<file path="config.mk">
export PLATFORM = sky130hd
export DESIGN_NAME = moi_cordic
export DESIGN_NICKNAME = d
export VERILOG_FILES = /design/src/sv/assert_macros.svh /design/src/sv/moi_pkg.sv /design/src/sv/moi_cordic.sv
export SDC_FILE = /design/constraint.sdc
export NUM_CORES = 1
export LEC_CHECK = 0
export ABC_AREA = 1
export BUFFER_PORTS_ARGS = -buffer_cell sky130_fd_sc_hd__buf_2
export CAP_MARGIN = 30
export CORE_MARGIN = 4
export CORE_UTILIZATION = 50
export DETAILED_ROUTE_END_ITERATION = 12
export PLACE_DENSITY = 0.7
export SYNTH_ARGS = -nofsm -noshare
export SYNTH_HDL_FRONTEND = slang
export SYNTH_SLANG_ARGS = --single-unit
</file>
<file path="constraint.sdc">
create_clock -name clk -period 5 [get_ports clk]
set_clock_uncertainty 0.2 [all_clocks]
set_input_delay 1.25 -clock clk [delete_from_list [all_inputs] [get_ports clk]]
set_output_delay 1.25 -clock clk [all_outputs]
set_load 0.03 [all_outputs]
</file>
<file path="src/sv/assert_macros.svh">
// ----------------------------------------------------------------------------
// Assertion macros
// Concurrent assertion wrappers used by midpoint_odometry_integrator.
// ----------------------------------------------------------------------------
`ifndef ASSERT_MACROS_SVH
`define ASSERT_MACROS_SVH
`ifndef SYNTH
`define ASSERT_CLK(lbl, clk, rstn, prop) \
	lbl: assert property (@(posedge clk) disable iff (!rstn) prop) \
	else $error("assertion failed");
`define ASSERT_NEVER(lbl, clk, rstn, cond) \
	lbl: assert property (@(posedge clk) disable iff (!rstn) !(cond)) \
	else $error("forbidden condition");
`else
`define ASSERT_CLK(lbl, clk, rstn, prop)
`define ASSERT_NEVER(lbl, clk, rstn, cond)
`endif
`endif

</file>
<file path="src/sv/moi_pkg.sv">
// ----------------------------------------------------------------------------
// moi_pkg
// Shared constants, codes and helpers for the odometry integrator.
// ----------------------------------------------------------------------------
`timescale 1ns / 1ps
`default_nettype none
package moi_pkg;
	localparam logic signed [33:0] PI_Q      = 34'sd843314857;
	localparam logic signed [33:0] TWO_PI_Q  = 34'sd1686629714;
	localparam logic signed [33:0] HALF_PI_Q = 34'sd421657428;
	localparam logic signed [33:0] CORDIC_K  = 34'sd652032874;

	localparam logic [1:0] KIND_TICK    = 2'd0;
	localparam logic [1:0] KIND_SET     = 2'd1;
	localparam logic [1:0] KIND_REBASE  = 2'd2;

	localparam logic [1:0] CFG_LSE = 2'd0;
	localparam logic [1:0] CFG_ASE = 2'd1;
	localparam logic [1:0] CFG_LD  = 2'd2;
	localparam logic [1:0] CFG_YD  = 2'd3;

	// atan(2^-i) in Q4.28
	function automatic logic signed [33:0] atan_q(input logic [4:0] i);
		case (i)
			5'd0:  return 34'sd210828714;
			5'd1:  return 34'sd124459457;
			5'd2:  return 34'sd65760959;
			5'd3:  return 34'sd33381290;
			5'd4:  return 34'sd16755422;
			5'd5:  return 34'sd8385879;
			5'd6:  return 34'sd4193963;
			5'd7:  return 34'sd2097109;
			5'd8:  return 34'sd1048571;
			5'd9:  return 34'sd524287;
			5'd10: return 34'sd262144;
			5'd11: return 34'sd131072;
			5'd12: return 34'sd65536;
			5'd13: return 34'sd32768;
			5'd14: return 34'sd16384;
			5'd15: return 34'sd8192;
			5'd16: return 34'sd4096;
			5'd17: return 34'sd2048;
			5'd18: return 34'sd1024;
			5'd19: return 34'sd512;
			5'd20: return 34'sd256;
			5'd21: return 34'sd128;
			5'd22: return 34'sd64;
			5'd23: return 34'sd32;
			5'd24: return 34'sd16;
			5'd25: return 34'sd8;
			5'd26: return 34'sd4;
			5'd27: return 34'sd2;
			5'd28: return 34'sd1;
			default: return 34'sd0;
		endcase
	endfunction

	function automatic logic signed [31:0] sat32(input logic signed [71:0] v);
		if (v > 72'sd2147483647) return 32'sh7fffffff;
		if (v < -72'sd2147483648) return 32'sh80000000;
		return v[31:0];
	endfunction

	// halve, truncating toward zero
	function automatic logic signed [33:0] half_tz(input logic signed [33:0] v);
		logic signed [33:0] t;
		t = v + {33'd0, v[33]};
		return t >>> 1;
	endfunction
endpackage
`default_nettype wire

</file>
<file path="src/sv/moi_cordic.sv">
// ----------------------------------------------------------------------------
// moi_cordic
// Iterative rotation-mode CORDIC, one micro-rotation per cycle.
// ----------------------------------------------------------------------------
`timescale 1ns / 1ps
`default_nettype none
module moi_cordic #(
	parameter int ITERATIONS = 24
) (
	input  wire                      clk,
	input  wire                      arst_n,
	input  wire                      start,
	input  wire logic signed [31:0]  angle,
	output logic                     done,
	output logic signed [33:0]       cos_o,
	output logic signed [33:0]       sin_o
);
	import moi_pkg::*;
	localparam int CW = $clog2(ITERATIONS);

	logic              busy_q, flip_q;
	logic [CW-1:0]     cnt_q;
	logic signed [33:0] x_q, y_q, z_q, xs, ys, at;
	logic signed [33:0] zin;

	assign zin = 34'(angle);
	assign xs  = x_q >>> cnt_q;
	assign ys  = y_q >>> cnt_q;
	assign at  = atan_q(5'(cnt_q));

	always_ff @(posedge clk or negedge arst_n) begin
		if (!arst_n) begin
			busy_q <= 1'b0;
			done   <= 1'b0;
			cnt_q  <= '0;
		end else begin
			done <= 1'b0;
			if (start) begin
				busy_q <= 1'b1;
				cnt_q  <= '0;
				x_q    <= CORDIC_K;
				y_q    <= '0;
				if (zin > HALF_PI_Q) begin
					z_q <= zin - PI_Q; flip_q <= 1'b1;
				end else if (zin < -HALF_PI_Q) begin
					z_q <= zin + PI_Q; flip_q <= 1'b1;
				end else begin
					z_q <= zin; flip_q <= 1'b0;
				end
			end else if (busy_q) begin
				if (z_q >= 0) begin
					x_q <= x_q - ys; y_q <= y_q + xs; z_q <= z_q - at;
				end else begin
					x_q <= x_q + ys; y_q <= y_q - xs; z_q <= z_q + at;
				end
				cnt_q <= cnt_q + 1'b1;
				if (cnt_q == CW'(ITERATIONS - 1)) begin
					busy_q <= 1'b0;
					done   <= 1'b1;
				end
			end
		end
	end

	assign cos_o = flip_q ? -x_q : x_q;
	assign sin_o = flip_q ? -y_q : y_q;
endmodule
`default_nettype wire

</file>
==> flow_summary.ini <==
[clock_tree]
clock_latency_ns = 0.42
clk_pin_slew_ns = 0.09
cts_buffers = 9
cts_sinks = 110
cts_max_path_buffers = 2
cts_hold_buf = 0
htreeDepth = 3
cts_tree = done
cts_root_buffer = clkbuf_16

[timing]
fin_ws_ns = 0.02344
timing.slew.headroom = 0.3799
finalHoldViolCount = 0
slew_viol_final = 0
period_minus_slack_ns = 4.977
timing.final.crit_share = 0.9953
rsz0062_at_grt = yes
setup_viol = 0
tightestPinTransition_ns = 0.9302
fmax_mhz = 200.9

[job]
cap_violations = 0

[yosys]
synth-edff-count = 103
synth_common_cells = nand2_1 (871), inv_1 (366), nand3_1 (361)
yosys.area.top_type = nand2_1
ys_ff_latch = 110
yosysSeqAreaShare = 0.1642
syn_area_per_cell_sq_um = 5.921
syn_nets = 3517
synth_cells = 3362
ys_types = 63
netlist_area_sq_um = 19910
synth_top_area_frac = 0.1642
synth_top_cells_by_area = nand2_1 (16%), edfxtp_1 (16%), nand3_1 (9.1%), ha_1 (7.4%), inv_1 (6.9%)
ys.flop_type = edfxtp_1
synth_warnings = 0
async_reset_ff_frac = 0.06364
synth.most_common_cell = nand2_1

[routing]
first_pass_iters = 8
routedWlPerCell_um = 20.22
vias = 25172
met2_length_um = 38080
drtAntennaViolNets = 0
wl_um = 85040
dr.first_iter.drc_count = 2950
m1WireLength_um = 34420
drcViolationCount = 0
drt-vias-per-instance = 5.985
routed-wl-met3_um = 7846
topRoutingLayerUsed = met5

[global_route]
track_usage = 0.3634
grt_pass1_wl_um = 127200
grt_pass1_vias = 23427
gr-total-overflow = 0
antenna_found_initial = 1
grt_max_degree = 80

[worst_hold_path]
hold_class = reg -> reg

[final_layout]
area_growth_pct = 25.06
layout-drive-gt1-share = 0.2210
utilization = 0.6382
stdcell_area_sq_um = 24890
diodes = 0
final_nets = 3838

[floorplanning]
start_util = 0.5103
core_area_sq_um = 39010
boundaryPins = 104
dieWidth_um = 207.5
design.die.area_sq_um = 43070
rows = 72
die-height_um = 207.5

[worst_setup_path]
crit_top_cell = nand2_1
cp-end-kind = flip-flop
cp_max_fo = 10
slowest_stage = dfrtp_2
cp.required_ns = 4.97
max_stage_delay_ns = 0.42
cp.arrival_ns = 4.94
path_class = reg -> reg
startpoint_type = flip-flop

[outcome]
status = complete, no violations

[place]
port_buffers = 103
gp_congestion = 1.079
pre_cts_ws_ns = -0.1737
place_area_sq_um = 22720
dp_hpwl_um = 65340

[power_and_ir_drop]
ir_drop_mv = 0.5531
power.density_nw_per_um2 = 714.5
leakagePower_nw = 12.31
total_power_mw = 17.79
==> worst max-delay path, delay by kind of cell, from the launching register on <==
kind | cells | cell delay (ns)
AND/OR/NAND/NOR | 16 | 2.19
AO/OA/AOI/OAI | 6 | 0.64
adder cells (fa/ha/maj) | 2 | 0.61
buffers and inverters | 4 | 0.58
flip-flops | 1 | 0.42
XOR/XNOR | 1 | 0.08
==> where the power goes <==
| part | internal [mW] | switching, mW | leakage, nW |
|---|---|---|---|
| Clock | 0.447 | 0.448 | 0.158 |
| Combinational | 5.78 | 8.89 | 11.1 |
| Sequential | 1.58 | 0.638 | 1.10 |
==> final timing paths <==
kind                          start  endpoint  slack (ns)  cells after the start
max in group asynchronous    arst_n  cnt_q[0]        3.17                      2
hold / removal             cnt_q[3]  cnt_q[3]        0.52                      2
min in group asynchronous    arst_n  cnt_q[3]        0.84                      2
setup reg to reg           cnt_q[0]   z_q[33]        0.02                     29
hold reg to reg            cnt_q[3]  cnt_q[3]        0.52                      2
setup / recovery           cnt_q[0]   z_q[33]        0.02                     29
==> placed cells by master (no fill, tap or decap), drive strengths merged, types with 3 or more instances in the layout <==
master and count:
a21oi 246, o22ai 25, a21o 9, a22oi 3, inv 386, fa 3, nor3 54, a221oi 10
nor2 362, ha 117, o21a 12, o211ai 12, and2 3, o221ai 7, edfxtp 103, nand2 894
nand4 37, dfrtp 7, clkbuf 16, or2 8, nor4 17, a31oi 33, o21ai 250, a22o 4
nand3 382, xnor2 57, xor2 137, buf 441, o21bai 9, o31ai 12, clkinv 9, a21boi 8
==> sequential cells by signal (all words and copies together), names as in the netlist <==
register,flops
x_q,34
y_q,34
z_q,34
cnt_q,5
busy_q,1
done,1
flip_q,1
==> cell families (layout without fill, tap and decap cells) <==
family | Yosys count | count (layout) | share of synthesized area
compound gates | 648 | 648 | 0.1819
xor+xnor | 194 | 194 | 0.08649
fa+ha+maj | 120 | 120 | 0.07656
flops | 110 | 110 | 0.1642
simple gates | 1760 | 1760 | 0.3824
mux | 1 | 1 | 0.0005029
buf+inv | 529 | 855 | 0.1079
==> layout make-up <==
class | count | area (sq um)
multi-input cells | 2723 | 15690
fillers | 3720 | 14110
repair buffers | 448 | 3460
flip-flops and latches | 110 | 3276
inverters | 391 | 1490
well taps | 518 | 648.1
clock buffers | 9 | 225.2
clock inverters | 7 | 105.1
==> through the flow <==
stage | cells | hold slack, ns | setup TNS (ns)
after floorplan | 3362 | 0.4344 | 0
after global routing | 4206 | 0.5696 | -2.643
after global placement | 4127 | 0.4713 | -0.05374
after detailed placement | 4129 | 0.4925 | -0.6526
after CTS | 4148 | 0.5086 | -0.05221
final | 4206 | 0.5238 | 0
==> layer usage <==
layer | vias up | GRT usage
met5 | - | 0
met4 | 2 | 0.1687
met3 | 294 | 0.04957
met2 | 1406 | 0.5845
met1 | 11603 | 0.4853
li1 | 11867 | -
==> what timing repair did <==
item / 4_1_cts / 5_1_grt
buffers inserted: 3 / 51
hold endpoints to repair: 0 / 0
cloned: 0 / 7
setup endpoints to repair: 31 / 71
gates resized for setup: 29 / 309
pin swaps: 3 / 77
Power figures use the tool's default switching activity.
