==> src/sv/assert_macros.svh <==
// ----------------------------------------------------------------------------
// Assertion macros
// Concurrent assertion wrappers used by midpoint_odometry_integrator.
// ----------------------------------------------------------------------------
`ifndef ASSERT_MACROS_SVH
`define ASSERT_MACROS_SVH
`ifndef SYNTH
`define ASSERT_CLK(lbl, clk, rstn, prop) \
	lbl: assert property (@(posedge clk) disable iff (!rstn) prop) \
	else $error("assertion failed");
`define ASSERT_NEVER(lbl, clk, rstn, cond) \
	lbl: assert property (@(posedge clk) disable iff (!rstn) !(cond)) \
	else $error("forbidden condition");
`else
`define ASSERT_CLK(lbl, clk, rstn, prop)
`define ASSERT_NEVER(lbl, clk, rstn, cond)
`endif
`endif

==> src/sv/moi_div.sv <==
// ----------------------------------------------------------------------------
// moi_div
// Restoring signed-by-unsigned divider, one quotient bit per cycle,
// truncating toward zero.
// ----------------------------------------------------------------------------
`timescale 1ns / 1ps
`default_nettype none
module moi_div (
	input  wire                      clk,
	input  wire                      arst_n,
	input  wire                      start,
	input  wire logic signed [42:0]  num,
	input  wire logic [31:0]         den,
	output logic                     done,
	output logic signed [43:0]       quo
);
	logic        busy_q, neg_q;
	logic [5:0]  cnt_q;
	logic [31:0] den_q, rem_q;
	logic [42:0] qm_q;
	logic [32:0] rem_sh, rem_sub;

	assign rem_sh  = {rem_q, qm_q[42]};
	assign rem_sub = rem_sh - {1'b0, den_q};

	always_ff @(posedge clk or negedge arst_n) begin
		if (!arst_n) begin
			busy_q <= 1'b0;
			done   <= 1'b0;
			cnt_q  <= '0;
		end else begin
			done <= 1'b0;
			if (start) begin
				busy_q <= 1'b1;
				cnt_q  <= '0;
				neg_q  <= num[42];
				qm_q   <= num[42] ? 43'(-num) : 43'(num);
				rem_q  <= '0;
				den_q  <= den;
			end else if (busy_q) begin
				if (rem_sh >= {1'b0, den_q}) begin
					rem_q <= rem_sub[31:0];
					qm_q  <= {qm_q[41:0], 1'b1};
				end else begin
					rem_q <= rem_sh[31:0];
					qm_q  <= {qm_q[41:0], 1'b0};
				end
				cnt_q <= cnt_q + 1'b1;
				if (cnt_q == 6'd42) begin
					busy_q <= 1'b0;
					done   <= 1'b1;
				end
			end
		end
	end

	assign quo = neg_q ? -$signed({1'b0, qm_q}) : $signed({1'b0, qm_q});
endmodule
`default_nettype wire

==> config.mk <==
export PLATFORM = sky130hd
export DESIGN_NAME = moi_div
export DESIGN_NICKNAME = d
export VERILOG_FILES = /design/src/sv/assert_macros.svh /design/src/sv/moi_div.sv
export SDC_FILE = /design/constraint.sdc
export NUM_CORES = 1
export LEC_CHECK = 0
export BUFFER_PORTS_ARGS = -buffer_cell sky130_fd_sc_hd__clkbuf_2
export CAP_MARGIN = 25
export CORE_MARGIN = 5
export CORE_UTILIZATION = 45
export DETAILED_ROUTE_END_ITERATION = 6
export GPL_TIMING_DRIVEN = 0
export PLACE_DENSITY_LB_ADDON = 0.3
export REMOVE_ABC_BUFFERS = 1
export SLEW_MARGIN = 15
export SYNTH_ARGS = -nofsm -noshare
export SYNTH_HDL_FRONTEND = slang
export SYNTH_SLANG_ARGS = --single-unit
export TNS_END_PERCENT = 5
==> constraint.sdc <==
create_clock -name clk -period 5.25 [get_ports clk]
set_input_delay 0.7875 -clock clk [delete_from_list [all_inputs] [get_ports clk]]
set_output_delay 0.7875 -clock clk [all_outputs]
set_load 0.01 [all_outputs]
==> results.txt, run 1 <==
The run gives 18100 µm² as the core area. For the final database, setup skew stands at 7.66 ps. Summed over all cells, the static leakage comes to 3.92 nW.

Setup violations remaining at the end of the flow were counted as 0. The combinational cell fraction of total power was 0.293. The tools report the launch point of the worst hold path as den[6].

Across all setup checks in the final design, the least slack found is 382 ps. The final cycle utilization of the critical path is 0.927. For this run the aggregate overflow at the end of global routing stands at 0. The worst-case IR drop observed on VDD is 0.228 mV. TritonCTS built the clock tree.

For this block, the via count after detailed routing is 6956. The run gives 5 as the iteration count of the initial detailed-routing pass. The tools report the timing startpoint of the critical path as qm_q[11]. Largest fanout on the critical path: 6.

The total of max-cap violations was 0; the insertion delay of the later-clocked pin in the worst-skew pair was 420 ps. The startpoint identified for the worst register-to-register timing path is rem_q[7]. The net switching power came out at 1.05 mW.

The first global-routing pass estimated 33100 µm of wire. The relative max-transition margin is 0.441. Using the TritonRoute via totals, the vias-per-cell ratio works out to 5.59.

The initial core utilization is 0.461, and the number of flip-flops and latches in the synthesized netlist is 116. The fraction of final layout cells sized beyond drive strength 1 came out at 0.177. Summing every instance area after synthesis gives 8330 µm². After clock tree synthesis, the setup repair step added 0 buffers. The net count of the finished layout is 1117. The run gives 0.413 as the sequential-to-total area share from yosys stat. In this run the core area contains 49 standard-cell rows. The number of distinct library cells after synthesis is 60.

The number of enable-type register cells in the synthesized netlist was 108; the fraction of synthesis flops using an asynchronous set or reset pin was 0.0690. Gate count after technology mapping: 896. The clock period could shrink to 4870 ps.

Routability-driven placement finished with a final weighted congestion of 0.882. The Yosys warning count is 0, and the number of sinks handled by clock tree synthesis is 116. The via count of the first global-routing pass was 6676; the number of I/O pins was 123.

CTS placed an instance of clkbuf_16 at the clock tree root. The share of total power consumed by net switching was 0.313; the global routing usage summed across all routing layers was 0.189. Kind of start point of the critical path: a flip-flop. The run finished with clean final reports. The wire length per cell after detailed routing is 16.3 µm, and the arrival time of the worst setup path is 4080 ps. Power spread over the standard cell area amounts to 339 nW/µm².

Worst hold path stage count: 1. During placement, the flow inserted port buffers numbering 122. STA classifies the critical path endpoint as an output port. Setup repair after global routing left no endpoint under its margin. After the first detailed-routing iteration, the DRC count stood at 458.

The count of cells in the finished layout, fillers not included, comes to 1244. On the final layout, the worst hold slack is 540 ps. For the remaining number of nets flagged by the antenna check after routing, the log shows 0.

The antenna diode instance count came out at 0. After detailed routing, the total wire length is 20200 µm. The final number of hold-violating endpoints is 0, and the max-slew violation count is 0. The worst register-to-register path has a depth of 11. The layout has 1635 filler cells.

The wire-length estimate of the detail-placed layout is 14700 µm. Entering global routing, the biggest net connects 122 pins. The logs give 0 for the initial antenna violation count and 4460 ps for the worst endpoint required time. The sequential group share of total power is 0.364. The overall die width came out at 146 µm. The most used flip-flop cell after synthesis is edfxtp_1.

Area growth from synthesis to layout: 18.4%. The worst setup path is of the flip-flop to output port kind. The relative contribution of the clock network to total power came out at 0.343. The die outline area was 21300 µm².

Derived from the worst setup path, the maximum achievable clock frequency is 205 MHz. In the routed design, unresolved DRC markers number 0. The slew at the pin with the worst max-slew slack is 830 ps. The number of clock buffers added by TritonCTS is 17. In this run the worst hold path is classified as input port to flip-flop.

The maximum count of clock buffers along a single path was 2; the number of placed cells counting well taps was 1212. The deepest level of the CTS H-tree is 4. The internal portion of the total power is 2.30 mW. After clock tree synthesis, the clock-pin slew on the worst setup and hold paths is 60 ps. The worst setup timing slack at the placement stage was 705 ps.

The vertical die dimension was 146 µm; the mean post-synth cell area was 9.30 µm².
Yosys cell counts, types with 4 or more instances:
cell / instances / area share
a21o_1: 8 / 0.0072
inv_1: 49 / 0.022
nand2b_1: 10 / 0.0075
or2_2: 5 / 0.0038
and4_1: 4 / 0.0042
o31ai_1: 24 / 0.022
xor2_1: 51 / 0.054
nor2_1: 106 / 0.048
a211oi_1: 29 / 0.026
nand3_1: 10 / 0.0060
or4_1: 10 / 0.0090
o21ai_0: 48 / 0.029
ha_1: 36 / 0.054
dfrtp_1: 8 / 0.024
o41ai_1: 10 / 0.011
or3_1: 8 / 0.0060
o21bai_1: 6 / 0.0054
nand2_1: 49 / 0.022
clkbuf_1: 36 / 0.016
and3_1: 4 / 0.0030
edfxtp_1: 108 / 0.39
xnor2_1: 57 / 0.060
mux2i_1: 9 / 0.011
nor3_1: 16 / 0.0096
nand4_1: 8 / 0.0060
nor2b_1: 11 / 0.0083
buf_1: 5 / 0.0023
a32oi_1: 4 / 0.0042
and2_1: 6 / 0.0045
a31oi_1: 7 / 0.0053
a21oi_1: 103 / 0.062
or4_4: 4 / 0.0054
nor4_1: 9 / 0.0068
per-layer routing:
| layer | routed length [µm] | track usage | part of all wire | up-vias |
|---|---|---|---|---|
| met1 | 8920 | 0.237 | 0.44 | 3240 |
| met4 | 357 | 0.0541 | 0.018 | 0 |
| met5 | 0 | 0 | 0 | - |
| met3 | 1220 | 0.0561 | 0.060 | 30 |
| li1 | - | - | - | 3516 |
| met2 | 9750 | 0.319 | 0.48 | 170 |
critical path, stage by stage, from the launching register on:
cell	delay, ps
edfxtp_1	440
or4_4	580
nor4_4	240
nand4_1	210
or4_1	470
or4_1	530
nor4_2	220
nand2_1	230
o31ai_1	320
xnor2_1	210
clkbuf_2	190
cells in the final DEF (no fill, tap or decap), types with 24 or more instances in the layout:
cell type	n
clkbuf_2	121
edfxtp_1	108
nor2_1	106
a21oi_1	103
xnor2_1	57
xor2_1	51
inv_1	49
nand2_1	49
o21ai_0	48
ha_1	36
a211oi_1	29
o31ai_1	24
area by class of cell:
cell class	count	area (µm²)	share of cell area
timing repair buffer	129	790	0.0801
clock inverter	13	140	0.0142
multi-input combinational	689	4580	0.465
clock buffer	19	433	0.0439
tap	229	287	0.0291
inverter	49	184	0.0187
sequential	116	3440	0.349
registers in the layout (all words and copies together) (netlist names):
register,flops
neg_q,1
cnt_q,6
rem_q,32
done,1
den_q,32
qm_q,43
busy_q,1
power by group through the flow:
stage	clock network, mW	registers [mW]	logic [mW]
6_report	1.15	1.22	0.980
3_5_place_dp	0	1.23	0.973
5_1_grt	1.21	1.23	1.09
4_1_cts	1.17	1.22	0.980
2_1_floorplan	0	1.21	0.678
3_3_place_gp	0	1.24	0.927
logic make-up (layout without fill, tap and decap cells):
logic type | count (synthesis) | in the layout | share of synthesized area
AND/OR/NAND/NOR | 269 | 269 | 0.161
AO/OA/AOI/OAI | 265 | 265 | 0.202
flip-flops | 116 | 116 | 0.413
XOR/XNOR | 108 | 108 | 0.114
buffers and inverters | 91 | 210 | 0.0414
adder cells (fa/ha/maj) | 37 | 37 | 0.0565
multiplexers | 10 | 10 | 0.0122
through the flow:
stage          instance area, µm²  TNS (ps)  power [mW]  utilization
2_1_floorplan                8170      -115        1.89            -
3_3_place_gp                 9070   -108830        2.16        0.501
3_5_place_dp                 9280         0        2.21        0.513
4_1_cts                      9850         0        3.37        0.545
5_1_grt                      9860         0        3.53        0.545
6_report                     9860         0        3.35        0.545
timing repair:
item	4_1_cts	5_1_grt
setup endpoints to repair	0	2
gates resized for setup	0	2
hold buffers	0	0
final timing paths:
path	endpoint	slack, ps
max reg2reg	rem_q[30]	1340
max in group asynchronous	busy_q	4410
min reg2reg	cnt_q[5]	560
min in group asynchronous	cnt_q[2]	670
min	den_q[6]	540
max	quo[35]	380
(Power assumes the default switching activity.)
==> run 2: changes to the inputs <==
- clock period: 5.25 -> 5.6 ns (I/O delays scaled with it)
==> results.txt, run 2 (synthesis results as in run 1) <==
The vias after detailed routing is 6960 (+0.058%). The worst setup timing slack at the placement stage is 1000 ps (+298 ps). Register with the highest flop count: qm_q. The residual DRC count is 0 (unchanged). The logs give 198 MHz for the maximum operating frequency and 20300 µm (about the same) for the total routed wirelength. The total buffers and inverters traversed by the critical path is 1 (unchanged), and the total clock buffers created by CTS is 17 (unchanged). The tightest min-delay check is of the flip-flop to flip-flop type. The wire length per cell after detailed routing was 16.3 µm (about the same). The tools report the global-route wire length before repair as 33100 µm (unchanged). The total of max-cap violations was 0 (unchanged). The largest fanout on the critical path works out to 6 (unchanged). The run gives 0.436 (-0.00468) as the relative max-transition margin. The worst path needs 5050 ps of the cycle, external delays included. Arrival time of the worst setup path: 4210 ps (+130 ps). The longest individual stage delay on the worst path is 580 ps (about the same), and the register clock-pin slew on the reported worst setup and hold paths is 60 ps (about the same). The run gives 0 (unchanged) as the initial antenna violation count. The run finished with clean final reports. The overall die width was 146 µm (unchanged).

Deepest level of the CTS H-tree: 4 (unchanged). The largest registers in the layout are qm_q x43, den_q x32, rem_q x32. In this run the worst setup path terminates at quo[39]. The tools report the timing startpoint of the critical path as qm_q[11].

For the iteration count of the initial detailed-routing pass, the log shows 6 (+1). The final design area excluding fillers is 9850 µm² (-0.14%), and the maximum count of clock buffers along a single path is 2 (unchanged). The tools report the final RePlAce weighted congestion as 0.882 (unchanged). The worst setup path is of the flip-flop to output port kind.

The internal reg-to-reg setup slack came out at 1680 ps (+340 ps). The HPWL after detailed placement came out at 14700 µm (unchanged). Insertion delay of the later-clocked pin in the worst-skew pair: 420 ps (about the same). The remaining number of nets flagged by the antenna check after routing was 0 (unchanged).

The logs give 9280 µm² (unchanged) for the total placed instance area and 122 (unchanged) for the maximum number of pins on one net before global-route repair. The final number of hold-violating endpoints is 0 (unchanged), and the worst endpoint required time is 4760 ps (+300 ps). The count of input and output buffers is 122 (unchanged), and the peak supply drop is 0.213 mV (-6.5%). Setup repair after global routing left no endpoint under its margin. The run gives 556 ps (+15.9 ps) as the hold slack.

The number of sinks handled by clock tree synthesis is 116 (unchanged). The final cycle utilization of the critical path is 0.901, and the ratio of total power to cell area is 318 nW/µm² (-6.1%). The via count of the first global-routing pass came out at 6676 (unchanged). The area growth from synthesis to layout works out to 18.2%.

The number of I/O pins is 123 (unchanged). Traced cell by cell, the critical path runs through or4_4, nor4_4, nand4_1, or4_1, or4_1, nor4_1, nand2_1, o41ai_1, xnor2_1, clkbuf_2. The via density per instance came out at 5.59 (about the same). The number of cell instances on the worst register-to-register path is 11 (unchanged), and the total number of placement rows is 49 (unchanged). Grouping stages by cell kind, the critical path spends the most delay in simple AND/OR/NAND/NOR gates.

The tools report the antenna diode instance count as 0 (unchanged). Vertical die dimension: 146 µm (unchanged). The core area was 18100 µm² (unchanged). The reported leakage power was 3.91 nW (about the same). The run gives 552 ps (+170 ps) as the final worst slack.

For the number of inserted filler cells in the final layout, the log shows 1639 (+0.24%). The final worst clock skew was 8.22 ps (+0.560 ps); the number of resized instances in the post-cts repair step was 0 (unchanged). The tools report the type of destination of the critical path as an output port. The run gives 1117 (unchanged) as the final net count.

Sum of internal, switching and leakage power: 3.14 mW (-6.3%). The tree is rooted in a clkbuf_16. Slew at the pin with the worst max-slew slack: 837 ps (+6.94 ps). The run gives 0.189 (unchanged) as the global routing usage summed across all routing layers. In this run the critical register-to-register path is launched from rem_q[7].

In the layout the commonest cells are 121 x clkbuf_2, 108 x edfxtp_1, 106 x nor2_1. The number of violations reported at the end of detailed-routing iteration 0 is 452 (-1.3%), and the die outline area is 21300 µm² (unchanged). The total grt overflow was 0 (unchanged); the number of buffers inserted by post-CTS setup repair was 0 (unchanged). The flip-flop count of the largest register after layout came out at 43 (unchanged). The tools report the capture point of the worst reg-to-reg path as rem_q[30]. The most common cell after layout, fill and taps aside is clkbuf_2.

TritonCTS built the clock tree. Max-slew violation count: 0 (unchanged). STA classifies the critical path startpoint as a flip-flop. The number of logic stages on the critical path including buffering came out at 10 (unchanged). The most numerous cell type found on the critical path is or4_1.

The run gives 0.461 (unchanged) as the initial core utilization. The fraction of final layout cells sized beyond drive strength 1 is 0.175 (-0.00197). The tools report the final-report setup violation count as 0 (unchanged). The slowest stage of the critical path is the or4_4 cell. The tools report the number of hold buffers added after CTS as 0 (unchanged).
run 2: worst min-delay path, stage by stage, from the launching register on:
cell and delay (ps):
dfrtp_1 350, or3_1 110, a21oi_1 60
run 2: worst min path at each step:
stage / endpoint / depth (start not counted) / start
6_report: cnt_q[5] / 2 / cnt_q[5]
5_1_grt: den_q[12] / 1 / den[12]
4_1_cts: cnt_q[5] / 2 / cnt_q[5]
3_5_place_dp: cnt_q[5] / 2 / cnt_q[5]
3_3_place_gp: cnt_q[5] / 2 / cnt_q[5]
2_1_floorplan: cnt_q[5] / 2 / cnt_q[5]
run 2: metrics by stage:
stage                     cells  TNS, ps  utilization
after floorplan             854        0            -
after global placement     1205   -84830        0.501
after detailed placement   1212        0        0.513
after CTS                  1244        0        0.545
after global routing       1244        0        0.545
final                      1244        0        0.545
run 2: power by group:
part	switching, mW	leakage [nW]	internal [mW]
combinational	0.518	2.48	0.401
clock	0.386	0.278	0.688
sequential	0.0778	1.15	1.06
run 2: cell type report:
type | count | area (µm²) | share of cell area
inverter | 49 | 184 | 0.0187
timing repair buffer | 129 | 790 | 0.0802
clock buffer | 19 | 433 | 0.0440
sequential | 116 | 3440 | 0.350
tap | 229 | 287 | 0.0291
clock inverter | 13 | 140 | 0.0142
multi-input combinational | 689 | 4570 | 0.464
run 2: metal layers:
| layer | global-route usage | part of all wire | vias up |
|---|---|---|---|
| li1 | - | - | 3515 |
| met1 | 0.237 | 0.44 | 3242 |
| met2 | 0.319 | 0.48 | 183 |
| met3 | 0.0561 | 0.063 | 20 |
| met4 | 0.0541 | 0.014 | 0 |
| met5 | 0 | 0 | - |
==> run 3: changes to the inputs <==
- REMOVE_ABC_BUFFERS: 1 -> not set
==> results.txt, run 3 (synthesis results as in run 1) <==
The via density per instance is 5.78 (+3.3%). Initial antenna violation count: 0 (unchanged). The tools report the total of max-cap violations as 0 (unchanged). STA classifies the critical path startpoint as a flip-flop. The path class of the tightest hold or removal check is input port to flip-flop. The ratio of total power to cell area was 328 nW/µm² (+2.9%); the number of violations reported at the end of detailed-routing iteration 0 was 648 (+43%). Core area: 18100 µm² (unchanged).

The final-report setup violation count is 0 (unchanged). Leaving out fill and tap cells, the most frequent cell in the layout is clkbuf_2. The flip-flop count of the largest register after layout is 43 (unchanged).

For the number of placed cells counting well taps, the log shows 1250 (+3.1%). The global routing usage summed across all routing layers came out at 0.212 (+0.0228). The max-slew violation count was 0 (unchanged); the worst hold path stage count was 1 (-1). The tools report the relative max-transition margin as 0.409 (-0.0274). The logs give 7235 (+8.4%) for the via count of the first global-routing pass and 0 (unchanged) for the number of resized instances in the post-cts repair step. The register with the highest flop count is qm_q. The total number of placement rows was 49 (unchanged); the number of buffers inserted by post-CTS setup repair was 0 (unchanged).

The logs give 11.9 ps (+3.72 ps) for the final worst clock skew and 1604 (-2.1%) for the number of inserted filler cells in the final layout. For the total routed wirelength, the log shows 22600 µm (+11%). The run gives 0 (unchanged) as the final number of hold-violating endpoints. The total clock buffers created by CTS is 17 (unchanged). Final RePlAce weighted congestion: 0.945 (+7.2%). The number of cell instances on the worst register-to-register path was 11 (unchanged). The number of hold buffers added after CTS came out at 0 (unchanged).

The residual DRC count came out at 0 (unchanged). The wire length per cell after detailed routing was 17.6 µm (+8.2%); the deepest level of the CTS H-tree was 4 (unchanged). The tools report the vias after detailed routing as 7410 (+6.5%). The final cycle utilization of the critical path is 0.881 (-0.0201), and the insertion delay of the later-clocked pin in the worst-skew pair is 430 ps (about the same). The clock period minus final worst setup slack is 4940 ps (-112 ps), and the slew at the pin with the worst max-slew slack is 865 ps (+27.5 ps).

The worst setup timing slack at the placement stage is 1130 ps (+131 ps). The global-route wire length before repair came out at 37000 µm (+12%). Setup repair after global routing left no endpoint under its margin. The final worst slack was 665 ps (+112 ps).

The initial core utilization was 0.461 (unchanged); the vertical die dimension was 146 µm (unchanged). The tools report the master cell of the clock root buffer as clkbuf_16. The tools report the arrival time of the worst setup path as 4100 ps (-110 ps). The overall die width was 146 µm (unchanged); the sequential cell area was 3440 µm² (about the same). The total grt overflow was 0 (unchanged). For the worst endpoint required time, the log shows 4760 ps (about the same). The iteration count of the initial detailed-routing pass is 5 (-1). The fraction of final layout cells sized beyond drive strength 1 is 0.167 (-0.00823). The flow ran to the end, and the final reports show no timing, DRC or antenna violations.

Type of destination of the critical path: an output port. The final net count is 1155 (+3.4%). The tools report the reported leakage power as 3.95 nW (+0.85%). The type of the setup path with the least slack is flip-flop to output port.

The top cell types in the final layout, fill and taps aside, are 122 x clkbuf_2, 108 x edfxtp_1, 106 x nor2_1. TritonCTS built the clock tree. The count of input and output buffers is 122 (unchanged).

For the peak supply drop, the log shows 0.199 mV (-6.6%). The number of I/O pins was 123 (unchanged); the area taken by multi-input logic gates was 4550 µm² (-0.41%). The maximum operating frequency was 203 MHz (+2.3%). The maximum count of clock buffers along a single path came out at 2 (unchanged).

The maximum number of pins on one net before global-route repair is 28 (-77%). The final-layout setup total negative slack is 0 ps (unchanged). The register clock-pin slew on the reported worst setup and hold paths was 60 ps (about the same); the synthesized netlist net count was 1011.

Largest fanout on the critical path: 6 (unchanged). For the HPWL after detailed placement, the log shows 16700 µm (+13%). Remaining number of nets flagged by the antenna check after routing: 0 (unchanged). The largest registers in the layout are qm_q x43, den_q x32, rem_q x32.

The logs give 116 (unchanged) for the number of sinks handled by clock tree synthesis and 0 (unchanged) for the antenna diode instance count. The internal reg-to-reg setup slack was 1110 ps (-570 ps). The die outline area was 21300 µm² (unchanged); the count of placed standard cells in the final layout, fillers left out was 1282 (+3.1%).

The area growth from synthesis to layout is 19.4%.
-- run 3: report_power, final --
| group | switching (mW) | internal, mW |
|---|---|---|
| clock | 0.411 | 0.789 |
| combinational | 0.537 | 0.382 |
| sequential | 0.0768 | 1.06 |
-- run 3: final cells by class --
class	instances	area share
clock buffers	19	0.0435
inverters	49	0.0185
flip-flops and latches	116	0.346
well taps	229	0.0288
plain buffers	42	0.0162
repair buffers	125	0.0689
multi-input cells	689	0.457
clock inverters	13	0.0206
-- run 3: path summary, 6_finish.rpt --
| check | from | to |
|---|---|---|
| worst max-delay path | qm_q[11] | quo[39] |
| worst min-delay path | den[15] | den_q[15] |
| worst max register to register | rem_q[5] | rem_q[14] |
| worst min register to register | cnt_q[4] | cnt_q[4] |
| max in group asynchronous | arst_n | cnt_q[5] |
| min in group asynchronous | arst_n | cnt_q[0] |
-- run 3: per-layer routing --
| layer | vias to the layer above | wire length (µm) | share of wire | global-route usage |
|---|---|---|---|---|
| li1 | 3590 | - | - | - |
| met1 | 3515 | 10000 | 0.44 | 0.291 |
| met2 | 276 | 10600 | 0.47 | 0.343 |
| met3 | 29 | 1520 | 0.068 | 0.0425 |
| met4 | 0 | 418 | 0.019 | 0.0607 |
| met5 | - | 0 | 0 | 0 |
-- run 3: critical path: stages (launching register included) --
cell      delay, ps
edfxtp_1        460
or4_4           580
nor4_4          250
nand4_1         200
or4_1           480
or4_1           500
nor4_1          280
nand2_1         220
o41ai_1         370
xnor2_1         170
clkbuf_2        160
-- run 3: through the flow --
step | cell area [µm²] | total power, mW | utilization | hold WS (ps)
2_1_floorplan | 8330 | 1.79 | - | 522
3_3_place_gp | 9230 | 2.04 | 0.510 | 550
3_5_place_dp | 9310 | 2.06 | 0.515 | 558
4_1_cts | 9950 | 3.26 | 0.550 | 579
5_1_grt | 9950 | 3.43 | 0.550 | 582
6_report | 9950 | 3.26 | 0.550 | 586
